===== config.mk =====
export PLATFORM = sky130hd
export DESIGN_NAME = vts_blend
export DESIGN_NICKNAME = d
export VERILOG_FILES = /design/src/design/vts_pkg.sv /design/src/design/vts_blend.sv
export SDC_FILE = /design/constraint.sdc
export NUM_CORES = 2
export LEC_CHECK = 0
export BUFFER_PORTS_ARGS = -buffer_cell sky130_fd_sc_hd__buf_2
export CAP_MARGIN = 25
export CORE_MARGIN = 1
export CORE_UTILIZATION = 27
export CTS_CLUSTER_SIZE = 24
export DETAILED_ROUTE_END_ITERATION = 12
export PLACE_DENSITY = 0.52
export SLEW_MARGIN = 30
export SYNTH_ARGS = -nofsm -noshare
export SYNTH_HDL_FRONTEND = slang
export SYNTH_SLANG_ARGS = --single-unit

===== constraint.sdc =====
create_clock -name clk_i -period 9.5 [get_ports clk_i]
set_input_delay 1.9 -clock clk_i [delete_from_list [all_inputs] [get_ports clk_i]]
set_output_delay 1.9 -clock clk_i [all_outputs]
set_load 0.01 [all_outputs]

===== src/design/vts_pkg.sv =====
// Shared constants, codes and the fixed-point lerp for the voxel trilinear sampler.
// No dependencies; vts_blend and the top level import this package.
`default_nettype none
package vts_pkg;

  localparam int GRID_SIDE  = 32;
  localparam int FRAC_BITS  = 8;
  localparam int DENS_BITS  = 16;
  localparam int COORD_BITS = 15;
  localparam int ADDR_BITS  = $clog2(GRID_SIDE * GRID_SIDE * GRID_SIDE);
  localparam int SIZE_BITS  = 6;
  localparam int INT_BITS   = COORD_BITS - FRAC_BITS;   // signed integer part
  localparam int NB_BITS    = INT_BITS + 1;             // neighbour coordinate
  localparam int ROW_BITS   = 2 * SIZE_BITS + 1;        // y + sy*z
  localparam int CORNERS    = 8;

  // Opcodes
  localparam logic OP_WRITE = 1'b0;
  localparam logic OP_QUERY = 1'b1;

  // Register indexes
  localparam logic [1:0] CFG_SIZE_X = 2'd0;
  localparam logic [1:0] CFG_SIZE_Y = 2'd1;
  localparam logic [1:0] CFG_SIZE_Z = 2'd2;
  localparam logic [1:0] CFG_MARGIN = 2'd3;

  typedef logic [DENS_BITS-1:0] dens_t;
  typedef logic [FRAC_BITS-1:0] frac_t;

  // Truncating lerp: (a*(ONE-t) + b*t) >> FRAC_BITS
  function automatic dens_t lerp(input dens_t a, input dens_t b, input frac_t t);
    logic [FRAC_BITS:0]                 w;
    logic [DENS_BITS+FRAC_BITS+1:0]     s;
    w = (FRAC_BITS+1)'(1 << FRAC_BITS) - {1'b0, t};
    s = (DENS_BITS+FRAC_BITS+2)'(a) * (DENS_BITS+FRAC_BITS+2)'(w)
      + (DENS_BITS+FRAC_BITS+2)'(b) * (DENS_BITS+FRAC_BITS+2)'(t);
    return s[FRAC_BITS +: DENS_BITS];
  endfunction

endpackage
`default_nettype wire


===== src/design/vts_blend.sv =====
// Three-stage trilinear blend: x lerps, then y, then z, one register per stage.
// Depends on vts_pkg for widths and the lerp function.
`default_nettype none
module vts_blend
  import vts_pkg::*;
(
  input  wire logic                        clk_i,
  input  wire logic                        en_i,
  input  wire logic [CORNERS-1:0][DENS_BITS-1:0] vox_i,
  input  wire logic [CORNERS-1:0]          nv_i,
  input  wire logic [2:0][FRAC_BITS-1:0]   fr_i,
  output logic      [DENS_BITS-1:0]        density_o
);

  logic [CORNERS-1:0][DENS_BITS-1:0] v;
  logic [3:0][DENS_BITS-1:0] x_q;
  logic [1:0][DENS_BITS-1:0] y_q;
  logic [1:0][FRAC_BITS-1:0] frx_q;
  logic [FRAC_BITS-1:0]      fry_q;

  // Zero corners outside the grid
  always_comb begin
    for (int k = 0; k < CORNERS; k++) begin
      v[k] = nv_i[k] ? vox_i[k] : '0;
    end
  end

  // Blend along x, then y, then z
  always_ff @(posedge clk_i) begin
    if (en_i) begin
      for (int j = 0; j < 4; j++) begin
        x_q[j] <= lerp(v[2*j], v[2*j+1], fr_i[0]);
      end
      frx_q     <= fr_i[2:1];
      y_q[0]    <= lerp(x_q[0], x_q[1], frx_q[0]);
      y_q[1]    <= lerp(x_q[2], x_q[3], frx_q[0]);
      fry_q     <= frx_q[1];
      density_o <= lerp(y_q[0], y_q[1], fry_q);
    end
  end

endmodule
`default_nettype wire


### Word level (Yosys, flattened, before mapping)

Cells that the tools add are included.

| cells by class | value |
|---|---|
| add/subtract/negate cells | 10 |
| multipliers | 14 |
| multiplexer cells | 8 |

Operator list:

| operator | count |
|---|---|
| adder 24 bit | 7 |
| multiplier 16 x 8 -> 24 bit | 7 |
| multiplier 16 x 9 -> 24 bit | 7 |
| 2-to-1 mux 16 bit | 8 |
| subtractor 9 x 8 -> 9 bit, first input constant | 3 |

| word-level totals | value |
|---|---|
| logic and storage cells | 42 |
| flip-flop bits (word level) | 136 |

### Longest topological paths before layout

| logic depth | value |
|---|---|
| word-level depth | 3 |
| depth in mapped cells | 29 |
| depth with buffers taken out | 26 |

### Worst setup path before layout

OpenSTA, ideal clock, no wires.

| timing path | value |
|---|---|
| path kind | input -> register |
| start point | input port fr_i[0] in the netlist's numbering |
| end point | register x_q[46] in the netlist's numbering (data pin) |
| stages | 27 |
| data arrival time | 8.693 ns |
| path buffers | 4 |
| library setup time | 0.262 ns |
| setup slack | 0.544 ns |
| cells stage by stage | clkbuf_1 inv_1 buf_1 ha_1 nor3b_1 xnor2_1 clkbuf_1 clkbuf_1 nand2_1 fa_1 fa_1 fa_1 inv_1 fa_1 fa_1 inv_1 fa_1 inv_1 ha_1 o21a_1 o21a_1 o21a_1 o211ai_1 a21oi_1 o41ai_2 o21bai_1 xor2_1 |

| between the ends | value |
|---|---|
| cells in the longest elaborated chain, start to end | 3 |
| elaborated cells on any way between the ends | 4 |
| classes of those cells | add/sub (2); mul (2) |

Ends and longest elaborated chain:

| item | RTL line | text |
|---|---|---|
| start: declaration | vts_blend.sv:11 | `input wire logic [2:0][FRAC_BITS-1:0] fr_i,` |
| subtractor 9 x 8 -> 9 bit | vts_pkg.sv:34 | `w = (FRAC_BITS+1)'(1 << FRAC_BITS) - {1'b0, t};` |
| multiplier 16 x 9 -> 24 bit | vts_pkg.sv:35 | `s = (DENS_BITS+FRAC_BITS+2)'(a) * (DENS_BITS+FRAC_BITS+2)'(w)` |
| adder 24 bit * | vts_pkg.sv:36 | `+ (DENS_BITS+FRAC_BITS+2)'(b) * (DENS_BITS+FRAC_BITS+2)'(t);` |
| end signal: indexed assignment | vts_blend.sv:32 | `x_q[j] <= lerp(v[2*j], v[2*j+1], fr_i[0]);` |
| end: declaration | vts_blend.sv:16 | `logic [3:0][DENS_BITS-1:0] x_q;` |

Every way passes the cells marked *; elsewhere a longest branch is shown, timed or not.
A chain may end at the register's enable or synchronous reset.

### Worst setup path in the final report

| timing path | value |
|---|---|
| start point | input port fr_i[3] in the netlist's numbering |
| end point | register x_q[63] in the netlist's numbering (data pin) |

Same word-level chain as after synthesis.

==> flow_metrics.tcl <==
set metrics [dict create \
    unrepaired_setup_endpoints_after_global_routing "false" \
    clock-root-buffer "sky130_fd_sc_hd__clkbuf_16" \
    cap_viol_max_count 0 \
    floorplan.io_pins 178 \
    ff2ff_path_depth 25 \
    grt_start_max_net_pins 72 \
    placementRows 177 \
    die_height_um 486.6 \
    max_slew.worst_pin.slew_ps 981.5 \
    fin_tns_setup_ps 0 \
    hold_class "reg2reg" \
    detailedPlacementHpwl_um 152200 \
    first_pass_iters 5 \
    ctsHoldBuffers 0 \
    number_of_nets_at_the_end_of_the_flow 9194 \
    routed-wl-met2_um 84240 \
    yosysSeqAreaShare_pct 6.440 \
    highest_achievable_clock_rate_mhz 113.1 \
    tritoncts "done" \
    die-width_um 486.6 \
    worst_setup_path_start_kind "primary input" \
    worst_clock_skew_ps 9.817 \
    final_report_max_slew_violation_count 0 \
    routed_via_density 4.473 \
    top_layer_used "met5" \
    fin_ws_ps 658.6 \
    drt-total-wl_um 180500 \
    post_route_clock_period_utilization_pct 93.07 \
    area_delta_synth_final_pct 8.022 \
    hold_depth 0 \
    timing_hold_violations_final 0 \
    ctsResizeCount 0 \
    synth.yosys.warnings 0 \
    worstSetupPathType "in2reg" \
    synth-main-ff-cell "sky130_fd_sc_hd__edfxtp_1" \
    syn_nets 9247 \
    cts.sink_count 136 \
    grt_first_pass_wirelength_um 285900 \
    status "complete, no violations" \
    final_antenna_violating_net_count 0 \
    detailedRoute.firstIterationViolations 2594 \
    number_of_enable_flip_flop_cells_after_synthesis 136 \
    gpl.final_weighted_congestion 0.8729 \
    synth_seq_cells 136 \
    drcViolationCount 0 \
    numPortBuffers 177 \
    path_max_fanout 36 \
    syn_avg_cell_area_sq_um 9.019 \
    cp.required_ps 9770 \
    routed_wire_length_per_instance_um 17.82 \
    area_of_the_die_sq_mm 0.2368 \
    ctsHtreeMaxLevel 4 \
    ff2ff_setup_slack_ps 1100 \
    route.met3.wl_um 10950 \
    globalRoute.totalOverflow 0 \
    async_reset_ff_share_pct 0 \
    initial_core_util_pct 27.22 \
    clock_latency_ps 530 \
    numCtsBuffers 17 \
    grt_pass1_vias 49590 \
    clockBufferDepth 2 \
    wl_met1_um 81290 \
    clk_pin_slew_ps 60 \
    final-setup-viol-count 0 \
    post-cts-setup-buffers 0 \
    drive_above_1_share_pct 4.835 \
    timing.final.crit_period_ps 8841 \
    syn-instance-count 7031 \
    post-place-ws_ps 99.79 \
    post_synth_instance_area_sq_mm 0.06341 \
    timing.max_slew.rel_slack_pct 34.57 \
    overall_via_count_from_detail_route 45310 \
    cp_capture_type "register" \
    arrival_ps 9110 \
    antenna_violations_before_repair 29 \
    synth_cell_type_count 61 \
    track_usage_pct 15.62 \
    placeableCoreArea_sq_mm 0.2330 \
]
-- stage by stage --
step                      hold WS (ps)  instance area [sq um]  util (%)  std cells
after floorplan                  400.3                  63410         -       7031
after global placement           407.4                  67840     29.12      10090
after detailed placement         407.0                  67860     29.13      10090
after CTS                        428.5                  68440     29.38      10120
after global routing             426.1                  68490     29.40      10120
final                            422.6                  68500     29.40      10130
-- sequential cells by signal, summed over array words and instances, names as in the netlist --
name and cells:
y_q 32, density_o 16, x_q 64, frx_q 16, fry_q 8
-- final cells by class --
class	instances	area, sq um
fill	24950	164500
timing repair buffer	266	1682
sequential	136	4084
multi-input combinational	4645	51050
inverter	1912	7177
antenna	8	20.02
clock buffer	17	425.4
clock inverter	14	150.1
tap	3132	3919
-- cells by family after synthesis --
kind of cell,after synthesis,share of synthesized area [%]
AOI/OAI and AO/OA,198,2.226
xor gates and xnor gates,172,2.376
adders and majority gates,2054,58.76
buffers and inverters,2250,13.32
DFF,136,6.440
and+or+nand+nor,2221,16.88
-- cells in the mapped netlist (2+ instances only) --
cell type	number	area share [%]
sky130_fd_sc_hd__and2_0	8	0.079
sky130_fd_sc_hd__o21ba_2	2	0.032
sky130_fd_sc_hd__buf_1	40	0.24
sky130_fd_sc_hd__a21o_1	23	0.27
sky130_fd_sc_hd__o21ai_1	3	0.024
sky130_fd_sc_hd__xnor2_1	122	1.7
sky130_fd_sc_hd__or3_1	9	0.089
sky130_fd_sc_hd__a2111oi_0	2	0.028
sky130_fd_sc_hd__nand3_1	206	1.6
sky130_fd_sc_hd__inv_1	1912	11
sky130_fd_sc_hd__a211o_1	3	0.041
sky130_fd_sc_hd__a21oi_2	3	0.041
sky130_fd_sc_hd__and3_1	288	2.8
sky130_fd_sc_hd__o211ai_1	6	0.071
sky130_fd_sc_hd__nor2b_1	15	0.15
sky130_fd_sc_hd__a211oi_1	4	0.047
sky130_fd_sc_hd__o21ai_0	33	0.26
sky130_fd_sc_hd__or2_2	2	0.020
sky130_fd_sc_hd__xor2_1	50	0.69
sky130_fd_sc_hd__and2_1	471	4.6
sky130_fd_sc_hd__a21oi_1	50	0.39
sky130_fd_sc_hd__nor3_1	20	0.16
sky130_fd_sc_hd__a41oi_2	2	0.051
sky130_fd_sc_hd__or4_1	3	0.036
sky130_fd_sc_hd__a31oi_1	8	0.079
sky130_fd_sc_hd__nor4_1	4	0.039
sky130_fd_sc_hd__o21a_1	23	0.27
sky130_fd_sc_hd__ha_1	514	10
sky130_fd_sc_hd__nor2_1	278	1.6
sky130_fd_sc_hd__o21bai_1	9	0.11
sky130_fd_sc_hd__nand2b_1	8	0.079
sky130_fd_sc_hd__nand4_1	14	0.14
sky130_fd_sc_hd__a21boi_0	2	0.024
sky130_fd_sc_hd__o211a_1	4	0.063
sky130_fd_sc_hd__edfxtp_1	136	6.4
sky130_fd_sc_hd__clkbuf_1	297	1.8
sky130_fd_sc_hd__a2111oi_2	4	0.095
sky130_fd_sc_hd__nand2_1	891	5.3
sky130_fd_sc_hd__fa_1	1540	49
-- worst max-delay path, cell delays in order --
cell and delay (ps):
sky130_fd_sc_hd__buf_2 170, sky130_fd_sc_hd__nor3_1 330, sky130_fd_sc_hd__nand3_1 330, sky130_fd_sc_hd__or3_1 490, sky130_fd_sc_hd__xnor2_2 240, sky130_fd_sc_hd__buf_12 250
sky130_fd_sc_hd__nor2_1 100, sky130_fd_sc_hd__fa_1 500, sky130_fd_sc_hd__inv_1 60, sky130_fd_sc_hd__fa_1 460, sky130_fd_sc_hd__fa_1 510, sky130_fd_sc_hd__inv_1 50
sky130_fd_sc_hd__fa_1 490, sky130_fd_sc_hd__fa_1 490, sky130_fd_sc_hd__inv_1 50, sky130_fd_sc_hd__fa_1 470, sky130_fd_sc_hd__inv_1 40, sky130_fd_sc_hd__ha_1 320
sky130_fd_sc_hd__a41oi_1 210, sky130_fd_sc_hd__o21ai_0 100, sky130_fd_sc_hd__a21oi_1 440, sky130_fd_sc_hd__o211ai_1 230, sky130_fd_sc_hd__o21ai_0 340, sky130_fd_sc_hd__o2111ai_1 210
sky130_fd_sc_hd__a21oi_1 210, sky130_fd_sc_hd__xnor2_1 90
-- worst paths after layout --
path                                 from        to
worst max register to register   frx_q[0]   y_q[15]
worst max-delay path              fr_i[3]   x_q[63]
worst min-delay path            frx_q[14]  fry_q[6]
worst min register to register  frx_q[14]  fry_q[6]
-- per-layer routing --
layer  GRT usage [%]  vias up
li1                -    20310
met1           21.30    23510
met2           25.91     1260
met3           2.445      210
met4           3.441       16
met5               0        -
-- layout by cell type (no fill, tap or decap), types with 6 or more instances in the layout --
cell	n
sky130_fd_sc_hd__a21o_1	23
sky130_fd_sc_hd__a21oi_1	50
sky130_fd_sc_hd__a31oi_1	8
sky130_fd_sc_hd__and2_0	8
sky130_fd_sc_hd__and2_1	471
sky130_fd_sc_hd__and3_1	288
sky130_fd_sc_hd__buf_12	6
sky130_fd_sc_hd__buf_2	175
sky130_fd_sc_hd__buf_4	81
sky130_fd_sc_hd__clkbuf_16	17
sky130_fd_sc_hd__diode_2	8
sky130_fd_sc_hd__edfxtp_1	136
sky130_fd_sc_hd__fa_1	1540
sky130_fd_sc_hd__ha_1	513
sky130_fd_sc_hd__inv_1	1912
sky130_fd_sc_hd__nand2_1	891
sky130_fd_sc_hd__nand2b_1	8
sky130_fd_sc_hd__nand3_1	206
sky130_fd_sc_hd__nand4_1	14
sky130_fd_sc_hd__nor2_1	278
sky130_fd_sc_hd__nor2b_1	15
sky130_fd_sc_hd__nor3_1	19
sky130_fd_sc_hd__o211ai_1	6
sky130_fd_sc_hd__o21a_1	23
sky130_fd_sc_hd__o21ai_0	33
sky130_fd_sc_hd__o21bai_1	9
sky130_fd_sc_hd__or3_1	9
sky130_fd_sc_hd__xnor2_1	112
sky130_fd_sc_hd__xnor2_2	7
sky130_fd_sc_hd__xor2_1	44
sky130_fd_sc_hd__xor2_2	6
Power is not shown: default switching activity piles up to over one toggle a cycle in this logic, so the estimate is an artifact.
